$ cat config.mk
export PLATFORM = sky130hd
export DESIGN_NAME = jddm_out_buf
export DESIGN_NICKNAME = d
export VERILOG_FILES = /design/src/jddm_pkg.sv /design/src/jddm_out_buf.sv
export SDC_FILE = /design/constraint.sdc
export NUM_CORES = 1
export LEC_CHECK = 0
export BUFFER_PORTS_ARGS = -buffer_cell sky130_fd_sc_hd__buf_2
export CAP_MARGIN = 30
export CORE_MARGIN = 4
export CORE_UTILIZATION = 35
export DETAILED_ROUTE_END_ITERATION = 16
export SLEW_MARGIN = 10
export SYNTH_ARGS = -nofsm -noshare
export SYNTH_HDL_FRONTEND = slang
export SYNTH_SLANG_ARGS = --single-unit
$ cat constraint.sdc
create_clock -name clock -period 12.6 [get_ports clock]
set_clock_uncertainty 0.15 [all_clocks]
set_input_delay 2.52 -clock clock [delete_from_list [all_inputs] [get_ports clock]]
set_output_delay 2.52 -clock clock [all_outputs]
set_load 0.02 [all_outputs]
$ cat src/jddm_pkg.sv
// Shared types, constants and saturation helpers for the joystick drive mixer.
package jddm_pkg;

   localparam int unsigned CSR_ADDR_W = 5;

   typedef enum logic [2:0] {
      REG_MAX_WHEEL_SPEED     = 3'd0,
      REG_LINEAR_GAIN         = 3'd1,
      REG_ANGULAR_GAIN        = 3'd2,
      REG_INVERSE_RADIUS_GAIN = 3'd3,
      REG_HALF_TRACK_RATIO    = 3'd4,
      REG_RPM_GAIN            = 3'd5
   } reg_index_type;

   localparam logic [15:0] MAX_WHEEL_SPEED_RST     = 16'd1000;
   localparam logic [19:0] LINEAR_GAIN_RST         = 20'd65536;
   localparam logic [19:0] ANGULAR_GAIN_RST        = 20'd65536;
   localparam logic [19:0] INVERSE_RADIUS_GAIN_RST = 20'd65536;
   localparam logic [19:0] HALF_TRACK_RATIO_RST    = 20'd65536;
   localparam logic [19:0] RPM_GAIN_RST            = 20'd2445;

   localparam logic signed [8:0] HEAD_LIMIT = 9'sd180;
   localparam logic signed [8:0] HEAD_QUART = 9'sd90;

   // floor(n/45) = (n * DIV45_RECIP) >> DIV45_SHIFT for n < 2^23
   localparam logic [23:0] DIV45_RECIP = 24'd11930465;
   localparam int unsigned DIV45_SHIFT = 29;

   typedef enum logic [1:0] {
      QUAD_FWD_RIGHT,
      QUAD_FWD_LEFT,
      QUAD_REV_LEFT,
      QUAD_REV_RIGHT
   } quad_type;

   typedef struct packed {
      logic [15:0] max_wheel_speed;
      logic [19:0] linear_gain;
      logic [19:0] angular_gain;
      logic [19:0] inverse_radius_gain;
      logic [19:0] half_track_ratio;
      logic [19:0] rpm_gain;
   } cfg_type;

   typedef struct packed {
      logic signed [31:0] linear_speed;
      logic signed [31:0] angular_speed;
      logic signed [15:0] left_wheel_rpm;
      logic signed [15:0] right_wheel_rpm;
   } rsp_type;

   function automatic logic signed [31:0] sat_q16(input logic signed [40:0] x);
      logic fits;
      fits = (&x[40:31]) | ~(|x[40:31]);
      if (fits) begin
         return x[31:0];
      end else if (x[40]) begin
         return {1'b1, {31{1'b0}}};
      end else begin
         return {1'b0, {31{1'b1}}};
      end
   endfunction

   function automatic logic signed [15:0] sat_rpm(input logic signed [34:0] x);
      logic fits;
      fits = (&x[34:15]) | ~(|x[34:15]);
      if (fits) begin
         return x[15:0];
      end else if (x[34]) begin
         return {1'b1, {15{1'b0}}};
      end else begin
         return {1'b0, {15{1'b1}}};
      end
   endfunction

endpackage

$ cat src/jddm_out_buf.sv
// Output register with skid entry; holds the pipeline while the skid is full.
module jddm_out_buf import jddm_pkg::*; (
   input  logic    clock,
   input  logic    reset,
   input  logic    pipe_valid,
   input  rsp_type pipe_data,
   input  logic    rsp_stall,
   output logic    advance,
   output logic    rsp_valid,
   output rsp_type rsp_data
);

   logic    out_valid_ff, skid_valid_ff;
   rsp_type out_data_ff, skid_data_ff;
   logic    out_free;

   assign out_free = ~out_valid_ff | ~rsp_stall;
   assign advance  = ~skid_valid_ff;

   always_ff @(posedge clock) begin
      if (reset) begin
         out_valid_ff  <= 1'b0;
         skid_valid_ff <= 1'b0;
      end else if (skid_valid_ff) begin
         if (out_free) begin
            out_valid_ff  <= 1'b1;
            skid_valid_ff <= 1'b0;
         end
      end else if (out_free) begin
         out_valid_ff <= pipe_valid;
      end else if (pipe_valid) begin
         skid_valid_ff <= 1'b1;
      end
   end

   always_ff @(posedge clock) begin
      if (skid_valid_ff) begin
         if (out_free) begin
            out_data_ff <= skid_data_ff;
         end
      end else if (out_free) begin
         out_data_ff <= pipe_data;
      end else begin
         skid_data_ff <= pipe_data;
      end
   end

   assign rsp_valid = out_valid_ff;
   assign rsp_data  = out_data_ff;

endmodule

After elaboration in Yosys (flattened, before gate mapping)
Cells that the tools add are included.
{"block": "classes", "n_reduce_logical": 1, "eq_ne": 0, "n_div": 0, "order_cmp": 0, "n_mul": 0, "shifts": 0, "addsub": 0, "mux": 10, "bitwise_logic": 5}
{"operator": "$mux 96", "count": 3}
{"operator": "$mux 1", "count": 7}
{"operator": "$not 1->1", "count": 4}
{"operator": "$reduce_and 2->1", "count": 1}
{"operator": "$or 1x1->1", "count": 1}
{"block": "word_totals", "input_bits": 100, "elab_cells": 26, "mem_bits_ro": 0, "register_bits": 194, "mem_bits_rw": 0, "out_inout_bits": 98, "latch_bits": 0, "n_memories": 0}

Logic depth before layout (Yosys ltp)
{"block": "depth", "word_depth": 4, "mapped_depth": 5, "ltp_nobuf": 2}

Worst setup path before layout
No wires, ideal clock.
{"block": "synth_path", "path_type": "in2reg", "from": "input port rsp_stall", "to": "register skid_data_ff[0] (netlist bit) (enable)", "path_buffers": 0, "slack_ns": 2.958, "t_arrival_ns": 8.941, "stages": 2, "setup_time_ns": 0.551, "required_time_ns": 11.899, "path_cell_list": "nand2_1 -> nor2_1"}
{"block": "synth_between", "elab_chain_len": 4}
{"element": "start: declaration", "line": "jddm_out_buf.sv:7", "text": "input logic rsp_stall,"}
{"element": "$not 1->1", "line": "jddm_out_buf.sv:17", "text": "assign out_free = ~out_valid_ff | ~rsp_stall;"}
{"element": "$or 1x1->1", "line": "jddm_out_buf.sv:17"}
{"element": "$not 1->1 (no source line)"}
{"element": "$reduce_and 2->1 (no source line)"}
{"element": "end signal: assignment", "line": "jddm_out_buf.sv:44", "text": "skid_data_ff <= pipe_data;"}
{"element": "end: declaration", "line": "jddm_out_buf.sv:14", "text": "rsp_type out_data_ff, skid_data_ff;"}
No other way between the ends.
A chain may end at the register's enable or synchronous reset.

Worst setup path in the final report
{"block": "layout_path", "from": "input port rsp_stall", "to": "register skid_data_ff[64] (netlist bit) (enable)"}
{"block": "layout_between", "elab_chain_len": 4}
{"element": "$not 1->1", "line": "jddm_out_buf.sv:17"}
{"element": "$or 1x1->1", "line": "jddm_out_buf.sv:17"}
{"element": "net out_free", "line": "jddm_out_buf.sv:15", "text": "logic out_free;"}
{"element": "$not 1->1 (no source line)"}
{"element": "$reduce_and 2->1 (no source line)"}
The timed path passes the listed nets, and every way through them passes these cells.

==> run metrics <==
outcome=finished, final reports clean; RSZ-0062 raised after global routing=false; CTS resizes=0; CP Max Fanout=45; P_leak=approximately 0.0033 µW; Final TNS setup=0 ns; I/O pin total=198; Inst Count DP=approximately 760; clock root cell=clkbuf_16; pin count of the biggest net entering global routing=56; final worst slack=approximately 8 ns; hpwl dp=9110 µm; YS warnings=0; Post-CTS Setup Bufs=0; # fillers=1752; Period Utilization, post-route=35.9%; Max IR drop VDD=roughly 0.000079 V; #FFs+latches synth=194; hold_ws=0.391 ns; R2R depth=4; routed vias/inst=4.51; Post-Syn Nets=407; 1st-iter DRT viols=around 160; IO Port Bufs=197; CP Class=input port to flip-flop; Highest Clock Rate=221 MHz; DRC Markers=0; Sink Count=194; antenna viol nets, final=0; R2R Path End=skid_data_ff[64]; TritonCTS buffer count=17; drt first pass iters=4; final cell count without fillers=approximately 800; Final setup viols=0; Max clock buf depth=2; Worst-Skew Late Latency=around 0.4 ns; nets@finish=616; die area=22400 µm²; reg2reg start=rsp_valid; vias in the first global route=between 3000 and 4000; Final Hold Vio Count=0; routed len/inst=17.3 µm; Unique masters post-synth=11; average cell area after synthesis=roughly 23 µm²; crit path launch type=input port; P&R area growth vs syn=26.5%; Critical Path AT=4.47 ns; total gr overflow=0; Worst setup EP type=flip-flop; Period minus WS final=4.52 ns; PwrDens=156 nW/µm²; GRT Total Usage=12.4%; HP Class=flip-flop to flip-flop; share of layout cells above drive strength 1=61.4%; H-tree Lvls=4; CTS Hold Buffers Added=0; hold path depth=1; Placer Congestion=0.743; initial antenna violation count=2; Max Slew Vio Count=0; HP Start=skid_data_ff[11]; vias post-DR=3581; row cnt=51; first-pass GRT wire length=21000 µm; data required time of the worst path=12.54 ns; synthesized cell area=7010 µm²; Die Ht=150 µm; Reg2Reg Setup Slack=9.87 ns; initial core utilization=between 30% and 40%; maxcap violations=0; TritonCTS clock tree=done; sequential element share of the synthesized area=82.8%; detailed-route wire length=around 14000 µm; cells after synthesis=between 300 and 400; Max-slew headroom=49.4%; Hold Crit Endpoint=rsp_data[11]; CTS clock-pin slew for the worst setup and hold paths=about 0.070 ns; DP Worst Slack=between 7 and 8 ns; core area=19600 µm²; Die W=150 µm; Slew @ Worst Pin=0.759 ns
## critical path, stage by stage
cell     delay [ns]
buf_2          0.10
nand2_4        0.35
nor2_4         0.56
buf_4          0.57
buf_12         0.31
## report_power, final
part	switching, µW	internal [µW]
clock network	221	291
registers	10.7	752
logic	68.7	44.2
## cells in the mapped netlist
cell type	n	area share (%)
inv_1	1	0.053
mux2_2	89	14
mux2_4	7	1.5
nand2_1	1	0.053
buf_2	8	0.57
dfxtp_1	2	0.57
buf_6	3	0.48
edfxtp_1	192	82
nor2_1	2	0.11
nor3_1	1	0.071
a21oi_1	1	0.071
## sequential cells by signal, indices dropped and copies added, names as in the netlist
register	count
skid_data_ff	96
skid_valid_ff	1
rsp_data	96
rsp_valid	1
## cells in the final DEF, fill, tap and decap left out
cell       count
a21oi_1        1
bufinv_16      2
dfxtp_1        1
diode_2        1
mux2_2        89
clkbuf_1       4
clkinv_4       3
buf_4          3
buf_12         1
nor2_4         1
nor2_1         1
nor3_1         1
buf_2        197
dfxtp_4        1
edfxtp_1     192
clkinv_1       3
mux2_4         7
inv_6          1
inv_1          1
nand2_4        1
clkinv_2       1
clkbuf_16     17
## cell type report
| type | instances | area (µm²) | share of cell area, % |
|---|---|---|---|
| antenna | 1 | 2.50 | 0.0282 |
| multi-input combinational | 101 | 1140 | 12.9 |
| sequential | 194 | 5810 | 65.5 |
| clock buffer | 21 | 440 | 4.96 |
| clock inverter | 10 | 111 | 1.26 |
| timing repair buffer | 201 | 1030 | 11.6 |
| tap | 265 | 332 | 3.74 |
| inverter | 1 | 3.75 | 0.0423 |
## per-layer routing
metal | part of all wire, % | vias up | track usage, %
li1 | - | 1645 | -
met1 | 41 | 1784 | 15.5
met2 | 48 | 135 | 19.4
met3 | 9.5 | 15 | 5.94
met4 | 1.5 | 2 | 3.89
met5 | 0.095 | - | 0
## through the flow
step | utilization, % | cell area [µm²] | power (µW)
2_1_floorplan | - | 7010 | 840
3_3_place_gp | 42.4 | 8300 | 889
3_5_place_dp | 42.5 | 8320 | 892
4_1_cts | 45.3 | 8870 | 1410
5_1_grt | 45.3 | 8870 | 1450
6_report | 45.3 | 8870 | 1390
## worst max path at each step
stage | slack (ns) | from | endpoint | cells past startpoint
2_1_floorplan | 2.96 | rsp_stall | skid_data_ff[0] | 2
3_3_place_gp | 7.49 | rsp_stall | skid_data_ff[79] | 4
3_5_place_dp | 7.54 | rsp_stall | skid_data_ff[69] | 5
4_1_cts | 8.00 | rsp_stall | skid_data_ff[69] | 5
5_1_grt | 7.87 | rsp_stall | skid_data_ff[69] | 5
6_report | 8.08 | rsp_stall | skid_data_ff[64] | 5
## kinds of logic (layout without fill, tap and decap cells)
group,count (synthesis),after routing,share of synthesized area (%)
simple gates,4,4,0.232
compound gates,1,1,0.0713
flops,194,194,82.8
other cells,0,1,0
mux,96,96,15.8
buf+inv,12,233,1.11
(Power assumes the default switching activity.)
