--- src/jddm_pkg.sv ---
// Shared types, constants and saturation helpers for the joystick drive mixer.
package jddm_pkg;

   localparam int unsigned CSR_ADDR_W = 5;

   typedef enum logic [2:0] {
      REG_MAX_WHEEL_SPEED     = 3'd0,
      REG_LINEAR_GAIN         = 3'd1,
      REG_ANGULAR_GAIN        = 3'd2,
      REG_INVERSE_RADIUS_GAIN = 3'd3,
      REG_HALF_TRACK_RATIO    = 3'd4,
      REG_RPM_GAIN            = 3'd5
   } reg_index_type;

   localparam logic [15:0] MAX_WHEEL_SPEED_RST     = 16'd1000;
   localparam logic [19:0] LINEAR_GAIN_RST         = 20'd65536;
   localparam logic [19:0] ANGULAR_GAIN_RST        = 20'd65536;
   localparam logic [19:0] INVERSE_RADIUS_GAIN_RST = 20'd65536;
   localparam logic [19:0] HALF_TRACK_RATIO_RST    = 20'd65536;
   localparam logic [19:0] RPM_GAIN_RST            = 20'd2445;

   localparam logic signed [8:0] HEAD_LIMIT = 9'sd180;
   localparam logic signed [8:0] HEAD_QUART = 9'sd90;

   // floor(n/45) = (n * DIV45_RECIP) >> DIV45_SHIFT for n < 2^23
   localparam logic [23:0] DIV45_RECIP = 24'd11930465;
   localparam int unsigned DIV45_SHIFT = 29;

   typedef enum logic [1:0] {
      QUAD_FWD_RIGHT,
      QUAD_FWD_LEFT,
      QUAD_REV_LEFT,
      QUAD_REV_RIGHT
   } quad_type;

   typedef struct packed {
      logic [15:0] max_wheel_speed;
      logic [19:0] linear_gain;
      logic [19:0] angular_gain;
      logic [19:0] inverse_radius_gain;
      logic [19:0] half_track_ratio;
      logic [19:0] rpm_gain;
   } cfg_type;

   typedef struct packed {
      logic signed [31:0] linear_speed;
      logic signed [31:0] angular_speed;
      logic signed [15:0] left_wheel_rpm;
      logic signed [15:0] right_wheel_rpm;
   } rsp_type;

   function automatic logic signed [31:0] sat_q16(input logic signed [40:0] x);
      logic fits;
      fits = (&x[40:31]) | ~(|x[40:31]);
      if (fits) begin
         return x[31:0];
      end else if (x[40]) begin
         return {1'b1, {31{1'b0}}};
      end else begin
         return {1'b0, {31{1'b1}}};
      end
   endfunction

   function automatic logic signed [15:0] sat_rpm(input logic signed [34:0] x);
      logic fits;
      fits = (&x[34:15]) | ~(|x[34:15]);
      if (fits) begin
         return x[15:0];
      end else if (x[34]) begin
         return {1'b1, {15{1'b0}}};
      end else begin
         return {1'b0, {15{1'b1}}};
      end
   endfunction

endpackage

--- src/jddm_quadrant.sv ---
// Heading clamp, quadrant mixing and divide-by-45 stages (three stages).
module jddm_quadrant import jddm_pkg::*; (
   input  logic               clock,
   input  logic               reset,
   input  logic               advance,
   input  logic               in_valid,
   input  logic signed [8:0]  heading_degrees,
   input  logic [15:0]        deflection,
   input  cfg_type            cfg,
   output logic               out_valid,
   output logic signed [17:0] wheel_sum,
   output logic signed [17:0] wheel_diff,
   output logic [15:0]        out_deflection
);

   // stage 1
   logic signed [8:0] head_clamped;
   logic signed [8:0] k_wide;
   quad_type          quad_in, quad1_ff, quad2_ff;
   logic [22:0]       n_in, n_ff;
   logic [15:0]       defl1_ff, defl2_ff, defl3_ff;
   logic              valid1_ff, valid2_ff, valid3_ff;

   // stage 2
   logic [46:0]       recip_prod;
   logic [16:0]       q_in, q_ff;

   // stage 3
   logic signed [17:0] m_s, q_s, right_w, left_w;
   logic signed [17:0] sum_in, sum_ff, diff_in, diff_ff;

   always_comb begin
      if (heading_degrees > HEAD_LIMIT) begin
         head_clamped = HEAD_LIMIT;
      end else if (heading_degrees < -HEAD_LIMIT) begin
         head_clamped = -HEAD_LIMIT;
      end else begin
         head_clamped = heading_degrees;
      end

      if (head_clamped >= 9'sd0 && head_clamped <= HEAD_QUART) begin
         quad_in = QUAD_FWD_RIGHT;
         k_wide  = head_clamped;
      end else if (head_clamped > HEAD_QUART) begin
         quad_in = QUAD_FWD_LEFT;
         k_wide  = HEAD_LIMIT - head_clamped;
      end else if (head_clamped <= -HEAD_QUART) begin
         quad_in = QUAD_REV_LEFT;
         k_wide  = -HEAD_QUART - head_clamped;
      end else begin
         quad_in = QUAD_REV_RIGHT;
         k_wide  = -head_clamped;
      end

      // k*2M/90 is taken as k*M/45
      n_in = {16'b0, k_wide[6:0]} * {7'b0, cfg.max_wheel_speed};
   end

   always_comb begin
      recip_prod = {24'b0, n_ff} * {23'b0, DIV45_RECIP};
      q_in       = recip_prod[DIV45_SHIFT +: 17];
   end

   always_comb begin
      m_s = signed'({2'b00, cfg.max_wheel_speed});
      q_s = signed'({1'b0, q_ff});
      case (quad2_ff)
         QUAD_FWD_RIGHT: begin
            right_w = q_s - m_s;
            left_w  = m_s;
         end
         QUAD_FWD_LEFT: begin
            right_w = m_s;
            left_w  = q_s - m_s;
         end
         QUAD_REV_LEFT: begin
            right_w = q_s - m_s;
            left_w  = -m_s;
         end
         QUAD_REV_RIGHT: begin
            right_w = -m_s;
            left_w  = m_s - q_s;
         end
         default: begin
            right_w = '0;
            left_w  = '0;
         end
      endcase
      sum_in  = right_w + left_w;
      diff_in = right_w - left_w;
   end

   always_ff @(posedge clock) begin
      if (reset) begin
         valid1_ff <= 1'b0;
         valid2_ff <= 1'b0;
         valid3_ff <= 1'b0;
      end else if (advance) begin
         valid1_ff <= in_valid;
         valid2_ff <= valid1_ff;
         valid3_ff <= valid2_ff;
      end
   end

   always_ff @(posedge clock) begin
      if (advance) begin
         quad1_ff <= quad_in;
         n_ff     <= n_in;
         defl1_ff <= deflection;
         quad2_ff <= quad1_ff;
         q_ff     <= q_in;
         defl2_ff <= defl1_ff;
         sum_ff   <= sum_in;
         diff_ff  <= diff_in;
         defl3_ff <= defl2_ff;
      end
   end

   assign out_valid      = valid3_ff;
   assign wheel_sum      = sum_ff;
   assign wheel_diff     = diff_ff;
   assign out_deflection = defl3_ff;

endmodule

--- config.mk ---
export PLATFORM = sky130hd
export DESIGN_NAME = jddm_quadrant
export DESIGN_NICKNAME = d
export VERILOG_FILES = /design/src/jddm_pkg.sv /design/src/jddm_quadrant.sv
export SDC_FILE = /design/constraint.sdc
export NUM_CORES = 1
export LEC_CHECK = 0
export ABC_AREA = 1
export BUFFER_PORTS_ARGS = -buffer_cell sky130_fd_sc_hd__buf_2
export CAP_MARGIN = 20
export CORE_MARGIN = 2
export CORE_UTILIZATION = 28
export DETAILED_ROUTE_END_ITERATION = 16
export PLACE_DENSITY_LB_ADDON = 0.2
export SETUP_SLACK_MARGIN = 0.02
export SLEW_MARGIN = 20
export SYNTH_ARGS = -nofsm -noshare
export SYNTH_HDL_FRONTEND = slang
export SYNTH_SLANG_ARGS = --single-unit
export TNS_END_PERCENT = 20
--- constraint.sdc ---
create_clock -name clock -period 20.4 [get_ports clock]
set_clock_uncertainty 0.15 [all_clocks]
set_input_delay 1.02 -clock clock [delete_from_list [all_inputs] [get_ports clock]]
set_output_delay 1.02 -clock clock [all_outputs]
set_load 0.02 [all_outputs]
== Word-level counts from Yosys, hierarchy flattened ==
Cells that the tools add are included.
Word-level totals
  register bits: 131
  logic and storage cells: 45
  output and inout port bits: 53
  input bits: 145
Cells by class
  equal/unequal tests: 3
  multipliers: 2
  reductions and logical operators: 4
  $lt $le $gt $ge: 6
  add/subtract/negate cells: 8
  mux-type cells: 9
Operator list (count)
  $pmux 18 s4: 1
  $pmux 18 s3: 1
  $mul 23x24->46 const B: 1
  $mul 7x16->23: 1
  $mux 7: 3
  $add 18x18->18: 1
  $le 9x8->1 const B: 2
  $mux 9: 2
  $neg 16->18: 1
  $sub 16x17->18: 1
  $sub 17x16->18: 1
  $sub 18x18->18: 1
  $sub 7x7->7 const A: 2
  $ge 9x1->1 const B: 1
  $gt 9x8->1 const B: 1
  $gt 9x9->1 const B: 1
  $lt 9x9->1 const B: 1
  $neg 7->7: 1
  $eq 2x2->1 const B: 2
  $reduce_or 2->1: 2
  $eq 2x1->1 const B: 1
  $logic_not 2->1: 1
  $mux 1: 2
  $logic_and 1x1->1: 1

== Longest topological paths before layout ==
Gate-level depths: netlist (run 1).
  word-level depth: 8
  depth in mapped cells: 41
  depth with buffers taken out: 40

== Worst setup path before layout (run 1) ==
No wires, ideal clock.
  kind: input port to flip-flop
  from: in heading_degrees[3]
  to: reg n_ff[22] (data pin)
  library setup time: 260 ps
  buffers on the path: 2
  data required time: 19990 ps
  stages: 40
  arrival: 6906 ps
  path slack: 13084 ps
  cell sequence: inv_2 > o211ai_1 > nand2_1 > nand2_1 > nand2_1 > ha_1 > inv_1 > nand3_4 > inv_1 > clkbuf_1 > ha_1 > nand2_1 > nand2_1 > nand2_1 > nand2_1 > nand2_1 > nand2_2 > nand2_1 > [... 4 more ...] > buf_6 > nor2_1 > fa_1 > fa_1 > fa_1 > inv_1 > fa_1 > inv_1 > ha_1 > nand2_1 > inv_1 > a221oi_1 > nand3_1 > a21oi_1 > nor2_1 > nand2_1 > nand2_1 > xor2_1
On the way
  cells in the longest elaborated chain, start to end: 8
  elaborated cells on any way between the ends: 16
  those cells by class: add/sub: 3; mul: 1; order compare: 6; mux: 5; reduce/logical: 1
Ends and longest elaborated chain
  from (decl): RTL line jddm_quadrant.sv:7  | input logic signed [8:0] heading_degrees,
  $lt 9x9->1: RTL line jddm_quadrant.sv:35  | end else if (heading_degrees < -HEAD_LIMIT) begin
  $mux 9: RTL line jddm_quadrant.sv:35
  $mux 9 (*): RTL line jddm_quadrant.sv:33  | if (heading_degrees > HEAD_LIMIT) begin
  $le 9x8->1, or another cell as far along: RTL line jddm_quadrant.sv:47  | end else if (head_clamped <= -HEAD_QUART) begin
  $mux 7: RTL line jddm_quadrant.sv:47
  $mux 7: RTL line jddm_quadrant.sv:44  | end else if (head_clamped > HEAD_QUART) begin
  $mux 7 (*): RTL line jddm_quadrant.sv:41  | if (head_clamped >= 9'sd0 && head_clamped <= HEAD_QUART) begin
  $mul 7x16->23 (*): RTL line jddm_quadrant.sv:56  | n_in = {16'b0, k_wide[6:0]} * {7'b0, cfg.max_wheel_speed};
  via n_in[22]: RTL line jddm_quadrant.sv:20  | logic [22:0] n_in, n_ff;
  to (signal assigned): RTL line jddm_quadrant.sv:108  | n_ff <= n_in;
  to (decl): RTL line jddm_quadrant.sv:20
The timed path passes the listed nets; every way through them passes the cells marked *.
A chain may end at the register's enable or synchronous reset.

== Worst setup path in the final report (run 1) ==
  from: in heading_degrees[2]
  to: reg n_ff[17] (data pin)
Same word-level chain as after synthesis.

==> results of run 1 <==
==> registers in the layout, indices dropped and copies added, names as in the netlist, 2 cells and up <==
| name | count |
|---|---|
| out_deflection | 16 |
| wheel_diff | 17 |
| q_ff | 17 |
| n_ff | 23 |
| defl2_ff | 16 |
| quad2_ff | 2 |
| wheel_sum | 18 |
| defl1_ff | 16 |
| quad1_ff | 2 |
==> layout make-up <==
class | instances | area [µm²]
sequential | 130 | 3870
inverter | 508 | 1910
fill | 7395 | 48300
clock inverter | 14 | 171
timing repair buffer | 99 | 507
tap | 940 | 1180
clock buffer | 18 | 439
multi-input combinational | 1648 | 13900
==> worst reg2reg max path: cells and delay by family (launching register included) <==
kind,cells,cell delay [ps]
compound gates,4,970
xor+xnor,1,170
simple gates,2,270
buf+inv,4,280
flops,1,530
fa+ha+maj,8,3760
==> layout by cell type (no fill, tap or decap), types with 7 or more instances in the layout <==
cell type  instances
inv_1            488
ha_1             302
nand2_1          293
fa_1             209
nor2_1           179
a21oi_1          175
edfxtp_1         127
buf_2             96
o21ai_0           95
nand3_1           79
xor2_1            73
xnor2_1           19
nor2_2            18
nor3_1            18
nand4_1           17
clkbuf_16         17
a31oi_1           14
o211ai_1          14
nand2_2           12
inv_2             11
o21bai_1          11
o21a_1            11
a221oi_1          10
nand2_4            9
o31ai_1            9
clkinv_1           8
o21ai_1            8
a21o_1             7
o22ai_1            7
==> layer usage <==
| layer | up-vias | wire (µm) |
|---|---|---|
| li1 | 7696 | - |
| met1 | 7548 | 26500 |
| met2 | 315 | 27600 |
| met3 | 72 | 1810 |
| met4 | 0 | 1650 |
| met5 | - | 0 |
==> final timing paths <==
check                                to  slack (ps)                   from  depth (start not counted)
setup / recovery     n_ff[17]$_DFFE_PP_       12640     heading_degrees[2]                         39
hold / removal    defl2_ff[9]$_DFFE_PP_         270  defl1_ff[9]$_DFFE_PP_                          0
setup reg to reg     q_ff[15]$_DFFE_PP_       14020      n_ff[6]$_DFFE_PP_                         19
hold reg to reg   defl2_ff[9]$_DFFE_PP_         270  defl1_ff[9]$_DFFE_PP_                          0
==> logic make-up (layout without fill, tap and decap cells) <==
kind of cell,count (synthesis),in the layout,share of synthesized area
fa+ha+maj,511,511,0.399
simple gates,655,655,0.147
buf+inv,550,639,0.107
flops,130,130,0.194
compound gates,390,390,0.112
xor+xnor,92,92,0.0404
==> per-stage QoR <==
| step | hold WS (ps) | util | setup WS, ps |
|---|---|---|---|
| 6_report | 267 | 0.313 | 12640 |
| 5_1_grt | 273 | 0.313 | 12030 |
| 4_1_cts | 270 | 0.313 | 12680 |
| 3_5_place_dp | 255 | 0.305 | 12230 |
| 3_3_place_gp | 251 | 0.305 | 12200 |
| 2_1_floorplan | 250 | - | 13080 |
==> summary.md, run 1 <==
| Metric | Value |
|---|---|
| Layout Nets | `just over 3000` |
| CTS resizes | `0` |
| Post-synthesis sequential area ratio | `0.194` |
| H-Tree Depth | `4` |
| Clock root cell | `clkbuf_16` |
| DRT Pass-1 Iters | `7` |
| Clock sink count | `130` |
| CP dominant cell by count | `nand2_1` |
| Vias per inst | `around 4.7` |
| Dpl cells | `~3300` |
| Setup TNS | `0 ps` |
| PortBufs | `between 90 and 100` |
| Post-synth EDFFs | `roughly 130` |
| GPL Wtd Cong | `around 0.9` |
| WP buf/inv | `9` |
| Peak Freq | `around 0.13 GHz` |
| CP max-delay cell | `fa_1` |
| Rows | `97` |
| Gr busiest metal | `met2` |
| Worst Tran Pin Value | `a little under 1000 ps` |
| Placed Instance Area | `between 20000 and 25000 µm²` |
| Detail Route Antenna Nets | `0` |
| GRT overflow | `0` |
| Final Hold Viols | `0` |
| Top cells by area, synth | `fa_1 21%, edfxtp_1 19%, ha_1 19%, inv_1 9.2%, nand2_1 5.5%` |
| Startpoint Class | `input pin` |
| Hold_buf cts | `0` |
| Synth Net Count | `slightly below 3000` |
| Vias | `15631` |
| Worst-Skew Late Latency | `450 ps` |
| Setup crit end kind | `flop` |
| Hold Path Class | `flop to flop` |
| Fin crit share | `0.380` |
| Antenna cells | `0` |
| Slew HR | `0.342` |
| Arr. time, crit path | `a little under 8000 ps` |
| Max Cap Violations | `0` |
| Async set-reset flop share out of synthesis | `0` |
| Worst Path Required | `roughly 20000 ps` |
| Synth cell types | `56` |
| CP Class | `input pin to flop` |
| Most frequent cell after synthesis | `inv_1` |
| Design Area, Final | `about 22000 µm²` |
| Cell area after synthesis | `about 20000 µm²` |
| Clk slew on worst S/H paths | `about 60 ps` |
| Cells after Synth | `approximately 2300` |
| DP Wirelength | `49000 µm` |
| Initial antenna violation count | `0` |
| First-iteration detailed-routing DRC count | `around 870` |
| I/O pins | `just under 200` |
| Status | `finished clean` |
| Synth area leader | `fa_1` |
| CP peak stage delay | `~550 ps` |
| Met1 GRT Util | `0.207` |
| First-pass GRT wire length | `approximately 91000 µm` |
| Die Area | `73400 µm²` |
| Vias in the first global route | `about 16000` |
| GR Util All Layers | `0.160` |
| RSZ-0062 raised after global routing | `no` |
| Setup Buffers After CTS | `0` |
| Top cell family by delay on the critical path | `adder cells` |
| Final wirelength | `57600 µm` |
| Detailed-route wire length per cell | `~17 µm` |
| Post-layout min period | `a little under 8000 ps` |
| Drt drc | `0` |
| Placeable Area | `70300 µm²` |
| Slew Limit Fails | `0` |
| Met3 Usage GRT | `0.0184` |
| P&R area growth vs syn | `10.3%` |
| Post-route insts no fill | `between 3000 and 4000` |
| Grt met2 use | `0.277` |
| CTS buffer count | `17` |
| Final setup fails | `0` |
| Starting Density | `0.284` |
| CP max FO | `13` |
| Die H | `around 270 µm` |
| Mean Syn Cell Area | `8.57 µm²` |
| Post-synth top flop | `edfxtp_1` |
| Seq cells post-synth | `between 100 and 150` |
| Synth Warn # | `0` |
| Top cells by count, synth | `488 x inv_1, 302 x ha_1, 293 x nand2_1, 209 x fa_1, 179 x nor2_1` |
| Chip width | `271 µm` |
| Top-area cell type share of the netlist area | `0.210` |
| Share of cells above drive strength 1 | `0.0823` |
| Largest net degree at the start of global routing | `76` |
| Bufs on Longest Clock Path | `2` |
| CTS tree | `yes` |
Power of run 1 is not shown: default switching activity piles up to over one toggle a cycle in this logic, so the estimate is an artifact.
==> inputs of run 2 (changes only) <==
==> constraint.sdc (replaced) <==
create_clock -name clock -period 7.33 [get_ports clock]
set_clock_uncertainty 0.15 [all_clocks]
set_input_delay 0.3665 -clock clock [delete_from_list [all_inputs] [get_ports clock]]
set_output_delay 0.3665 -clock clock [all_outputs]
set_load 0.02 [all_outputs]
==> run 2 against run 1 <==
Net effect:
- register-to-register slack got worse by 13000 ps
- critical path depth shrank 4
- via count grew 0.72%
- flip-flop and latch count is the same
- non-clock buffer count increased by 35
- global-route usage about the same
- first-iteration DRC count increased by 13%
- hold slack worse by 220 ps
- clock-buffer cell count unchanged
- sequential share of layout area is 0.25 points lower
- setup slack lost 12000 ps
- die area unchanged
- critical path type unchanged
- largest cell class unchanged
- highest routed layer unchanged
==> summary.md, run 2 (synthesized netlist as in run 1, its figures left out) <==
| Metric | Value |
|---|---|
| GRT overflow | `0 (unchanged)` |
| Final wirelength | `58200 µm (was 57600 µm)` |
| Origin of the critical flop-to-flop path | `n_ff[6]$_DFFE_PP_ (unchanged)` |
| CTS buffer count | `17 (unchanged)` |
| GPL Wtd Cong | `0.909 (was 0.900)` |
| DRT Pass-1 Iters | `6 (was 7)` |
| Worst Tran Pin Value | `988 ps (was 985 ps)` |
| Drt drc | `0 (unchanged)` |
| Max Cap Violations | `0 (unchanged)` |
| Vias in the first global route | `16484 (was 16381)` |
| CP max FO | `13 (unchanged)` |
| CTS tree | `yes (unchanged)` |
| Clk slew on worst S/H paths | `70 ps (was 60 ps)` |
| First-iteration detailed-routing DRC count | `982 (was 868)` |
| I/O pins | `198 (unchanged)` |
| GR Util All Layers | `0.160 (about the same)` |
| Slew Limit Fails | `0 (unchanged)` |
| DP Wirelength | `49400 µm (was 49000 µm)` |
| CP startpoint | `heading_degrees[2] (unchanged)` |
| RSZ-0062 raised after global routing | `no (unchanged)` |
| Max FFs per register | `23 (unchanged)` |
| Antenna cells | `0 (unchanged)` |
| Final Hold Viols | `0 (unchanged)` |
| Chip width | `271 µm (unchanged)` |
| Cells on worst reg2reg path | `19 (unchanged)` |
| Vias per inst | `4.64 (was 4.66)` |
| Reg2reg end | `q_ff[15]$_DFFE_PP_ (unchanged)` |
| Post-layout min period | `between 6000 and 7000 ps` |
| Slew HR | `0.340 (was 0.342)` |
| Detail Route Antenna Nets | `0 (unchanged)` |
| Setup crit end kind | `flop (unchanged)` |
| Peak Freq | `about 0.15 GHz` |
| Starting Density | `0.284 (unchanged)` |
| Setup TNS | `0 ps (unchanged)` |
| Placed Instance Area | `21500 µm² (was 21400 µm²)` |
| Design Area, Final | `22300 µm² (was 22000 µm²)` |
| Bufs on Longest Clock Path | `2 (unchanged)` |
| Final setup fails | `0 (unchanged)` |
| CTS resizes | `0 (unchanged)` |
| Detailed-route wire length per cell | `17.1 µm (was 17.2 µm)` |
| Die H | `271 µm (unchanged)` |
| Die Area | `73400 µm² (unchanged)` |
| Share of cells above drive strength 1 | `0.0881 (was 0.0823)` |
| Status | `finished clean (unchanged)` |
| Setup slack, reg-to-reg | `940 ps (was 14020 ps)` |
| Startpoint Class | `input pin (unchanged)` |
| CP dominant cell by count | `nand2_1 (unchanged)` |
| Most frequent cells in the layout | `488 x inv_1, 302 x ha_1, 293 x nand2_1 (unchanged)` |
| Worst Setup EP | `n_ff[17]$_DFFE_PP_ (unchanged)` |
| Initial antenna violation count | `0 (unchanged)` |
| Rows | `97 (unchanged)` |
| Clock root cell | `clkbuf_16 (unchanged)` |
| Placeable Area | `70300 µm² (unchanged)` |
| Largest register by flop count | `n_ff (unchanged)` |
| First-pass GRT wire length | `91300 µm (was 91400 µm)` |
| CP peak stage delay | `550 ps (about the same)` |
| Largest net degree at the start of global routing | `72 (was 76)` |
| Layout Nets | `3095 (was 3060)` |
| Fin crit share | `0.921` |
| Worst-Skew Late Latency | `440 ps (was 450 ps)` |
| Clock sink count | `130 (unchanged)` |
| Arr. time, crit path | `6780 ps (was 7800 ps)` |
| PortBufs | `97 (unchanged)` |
| H-Tree Depth | `4 (unchanged)` |
| CP Class | `input pin to flop (unchanged)` |
| Setup Buffers After CTS | `0 (unchanged)` |
| Hold Path Class | `input pin to flop (was flop to flop)` |
| Filler cells | `7421 (was 7395)` |
| Worst Path Required | `7360 ps (was 20440 ps)` |
| P&R area growth vs syn | `11.9% (was 10.3%)` |
| Commonest non-fill, non-tap cell in the layout | `inv_1 (unchanged)` |
| Vias | `15744 (was 15631)` |
| CP max-delay cell | `fa_1 (unchanged)` |
run 2: cell types whose count changed in the layout (fill, tap and decap cells not counted), moves of 2 or more:
| cell | previous run | this run |
|---|---|---|
| inv_8 | 1 | 3 |
| dlygate4sd3_1 | 0 | 17 |
| clkinvlp_4 | 3 | 1 |
| buf_4 | 2 | 20 |
run 2: per-stage QoR:
step | utilization | setup slack, ps | instances | hold slack, ps
after CTS | 0.318 | 639 | 3392 | 17.9
after global placement | 0.306 | 126 | 3343 | 251
after global routing | 0.318 | 28.9 | 3392 | 30.7
after floorplan | - | 667 | 2328 | 250
final | 0.318 | 578 | 3392 | 50.8
after detailed placement | 0.306 | 204 | 3343 | 255
run 2: worst max-delay path: cells and delay by family:
family,cells,cell delay [ps]
buffers and inverters,7,560
AOI/OAI and AO/OA,4,750
adders and majority gates,7,3120
and+or+nand+nor,15,1750
xor gates and xnor gates,2,240
run 2: final cells by class:
type                            count  area (µm²)  area share
Sequential cell                   130        3870       0.174
Multi-Input combinational cell   1648       13900       0.624
Clock inverter                     14         193     0.00863
Clock buffer                       18         429      0.0192
Timing Repair Buffer              134         812      0.0364
Inverter                          508        1910      0.0855
Tap cell                          940        1180      0.0527
run 2: worst min path at each step:
stage / from / endpoint / slack [ps] / cells past startpoint
2_1_floorplan: defl1_ff[0]$_DFFE_PP_ / defl2_ff[0]$_DFFE_PP_ / 250 / 0
3_3_place_gp: defl1_ff[1]$_DFFE_PP_ / defl2_ff[1]$_DFFE_PP_ / 250 / 0
3_5_place_dp: defl2_ff[3]$_DFFE_PP_ / out_deflection[3]$_DFFE_PP_ / 250 / 0
4_1_cts: in_valid / valid1_ff$_SDFFE_PP0P_ / 20 / 3
5_1_grt: in_valid / valid1_ff$_SDFFE_PP0P_ / 30 / 3
6_report: in_valid / valid1_ff$_SDFFE_PP0P_ / 50 / 3
run 2: what timing repair did:
| item | 4_1_cts | 5_1_grt |
|---|---|---|
| hold buffers | 17 | 0 |
| endpoints found under the hold margin | 19 | 0 |
| setup endpoints to repair | 0 | 0 |
run 2: metal layers:
layer / track usage / vias to the layer above / part of all wire
li1: - / 7758 / -
met1: 0.208 / 7558 / 0.46
met2: 0.277 / 363 / 0.48
met3: 0.0154 / 65 / 0.036
met4: 0.0518 / 0 / 0.028
met5: 0 / - / 0
Power of run 2 is left out for the same reason.
==> inputs of run 3 (changes only) <==
--- a/config.mk
+++ b/config.mk
@@ -6,11 +6,11 @@
 export NUM_CORES = 1
 export LEC_CHECK = 0
 export ABC_AREA = 1
-export BUFFER_PORTS_ARGS = -buffer_cell sky130_fd_sc_hd__buf_2
 export CAP_MARGIN = 20
 export CORE_MARGIN = 2
 export CORE_UTILIZATION = 28
 export DETAILED_ROUTE_END_ITERATION = 16
+export DONT_BUFFER_PORTS = 1
 export PLACE_DENSITY_LB_ADDON = 0.2
 export SETUP_SLACK_MARGIN = 0.02
 export SLEW_MARGIN = 20
==> run 3 against run 2 <==
Net effect:
- via count fell by 1.8%
- flip-flop and latch count did not move
- clock-buffer cell count did not move
- hold slack improved by 150 ps
- register-to-register slack got worse by 20 ps
- critical path depth rose by 4
- final area fell by 2.5%
- non-clock buffer count fell by 101
- global-route usage rose by 0.066 points
- utilization fell by 0.79 points
- sequential share of layout area rose by 0.44 points
- first-iteration DRC count fell by 8.2%
==> summary.md, run 3 (synthesized netlist as in run 1, its figures left out) <==
| Metric | Value |
|---|---|
| Post-route insts no fill | `3291 (was 3392)` |
| Vias | `15467 (was 15744)` |
| Final setup fails | `0 (unchanged)` |
| CTS buffer count | `17 (unchanged)` |
| Arr. time, crit path | `6690 ps (was 6780 ps)` |
| Status | `finished clean (unchanged)` |
| Die Area | `73400 µm² (unchanged)` |
| CTS resizes | `0 (unchanged)` |
| Largest net degree at the start of global routing | `128 (was 72)` |
| I/O pins | `198 (unchanged)` |
| Slew Limit Fails | `0 (unchanged)` |
| Clock root cell | `clkbuf_16 (unchanged)` |
| Layout Nets | `2994 (was 3095)` |
| Max Cap Violations | `0 (unchanged)` |
| Fin crit share | `0.908 (was 0.921)` |
| First-iteration detailed-routing DRC count | `901 (was 982)` |
| GR Util All Layers | `0.161 (was 0.160)` |
| PortBufs | `0 (was 97)` |
| Hold_buf cts | `22 (was 17)` |
| Top cell family by delay on the critical path | `adder cells (unchanged)` |
| Dpl cells | `3237 (was 3343)` |
| CP max-delay cell | `fa_1 (unchanged)` |
| Max FFs per register | `23 (unchanged)` |
| Bufs on Longest Clock Path | `2 (unchanged)` |
| Slew HR | `0.487 (was 0.340)` |
| CP peak stage delay | `540 ps (was 550 ps)` |
| Detailed-route wire length per cell | `17.6 µm (was 17.1 µm)` |
| First-pass GRT wire length | `91400 µm (was 91300 µm)` |
| Most frequent cells in the layout | `488 x inv_1, 302 x ha_1, 293 x nand2_1 (unchanged)` |
| CP max FO | `12 (was 13)` |
| Chip width | `271 µm (unchanged)` |
| Clock sink count | `130 (unchanged)` |
| Final Hold Viols | `0 (unchanged)` |
| Post-layout min period | `6660 ps (was 6750 ps)` |
| Clk slew on worst S/H paths | `60 ps (was 70 ps)` |
| Drt drc | `0 (unchanged)` |
| Hold Path Class | `input pin to flop (unchanged)` |
| Detail Route Antenna Nets | `0 (unchanged)` |
| CTS tree | `yes (unchanged)` |
| RSZ-0062 raised after global routing | `no (unchanged)` |
| Share of cells above drive strength 1 | `0.0472 (was 0.0881)` |
| Commonest non-fill, non-tap cell in the layout | `inv_1 (unchanged)` |
| Worst Path Required | `7360 ps (about the same)` |
| CP Class | `input pin to flop (unchanged)` |
| Worst Tran Pin Value | `769 ps (was 988 ps)` |
| Antenna cells | `0 (unchanged)` |
| Setup crit end kind | `flop (unchanged)` |
| Setup slack, reg-to-reg | `920 ps (was 940 ps)` |
| DRT Pass-1 Iters | `5 (was 6)` |
| GRT overflow | `0 (unchanged)` |
| Setup TNS | `0 ps (unchanged)` |
| DP Wirelength | `48800 µm (was 49400 µm)` |
| Vias in the first global route | `16083 (was 16484)` |
| WP buf/inv | `8 (was 7)` |
| H-Tree Depth | `4 (unchanged)` |
| Initial antenna violation count | `0 (unchanged)` |
| Peak Freq | `0.150 GHz (was 0.148 GHz)` |
| CP dominant cell by count | `nand2_1 (unchanged)` |
| Final wirelength | `57800 µm (was 58200 µm)` |
| GPL Wtd Cong | `0.912 (was 0.909)` |
| P&R area growth vs syn | `9.16% (was 11.9%)` |
| Starting Density | `0.284 (unchanged)` |
| Placeable Area | `70300 µm² (unchanged)` |
| Vias per inst | `4.70 (was 4.64)` |
| Startpoint Class | `input pin (unchanged)` |
| Setup Buffers After CTS | `0 (unchanged)` |
| Die H | `271 µm (unchanged)` |
| Largest register by flop count | `n_ff (unchanged)` |
| Worst-Skew Late Latency | `440 ps (about the same)` |
| Rows | `97 (unchanged)` |
==> run 3: path summary, 6_finish.rpt <==
check / depth (start not counted) / to / start
worst min-delay path: 2 / n_ff[0]$_DFFE_PP_ / heading_degrees[0]
worst max register to register: 19 / q_ff[15]$_DFFE_PP_ / n_ff[6]$_DFFE_PP_
worst min register to register: 0 / defl2_ff[3]$_DFFE_PP_ / defl1_ff[3]$_DFFE_PP_
worst max-delay path: 39 / n_ff[17]$_DFFE_PP_ / heading_degrees[3]
==> run 3: layer usage <==
layer	share of wire	global-route usage	up-vias
li1	-	-	7568
met1	0.46	0.211	7497
met2	0.48	0.271	326
met3	0.030	0.0207	76
met4	0.031	0.0550	0
met5	0	0	-
==> run 3: area by class of cell <==
type                            instances  area (µm²)
Fill cell                            7452       48500
Multi-Input combinational cell       1648       13900
Sequential cell                       130        3870
Inverter                              508        1910
Tap cell                              940        1180
Clock buffer                           18         429
Timing Repair Buffer                   33         320
Clock inverter                         14         133
==> run 3: through the flow <==
step	util	hold slack [ps]	cell area (µm²)	setup slack, ps
6_report	0.310	198	21800	672
5_1_grt	0.310	167	21800	102
4_1_cts	0.310	146	21800	669
3_5_place_dp	0.298	255	21000	235
3_3_place_gp	0.298	251	21000	148
2_1_floorplan	-	250	19900	667
Power of run 3 is left out for the same reason.
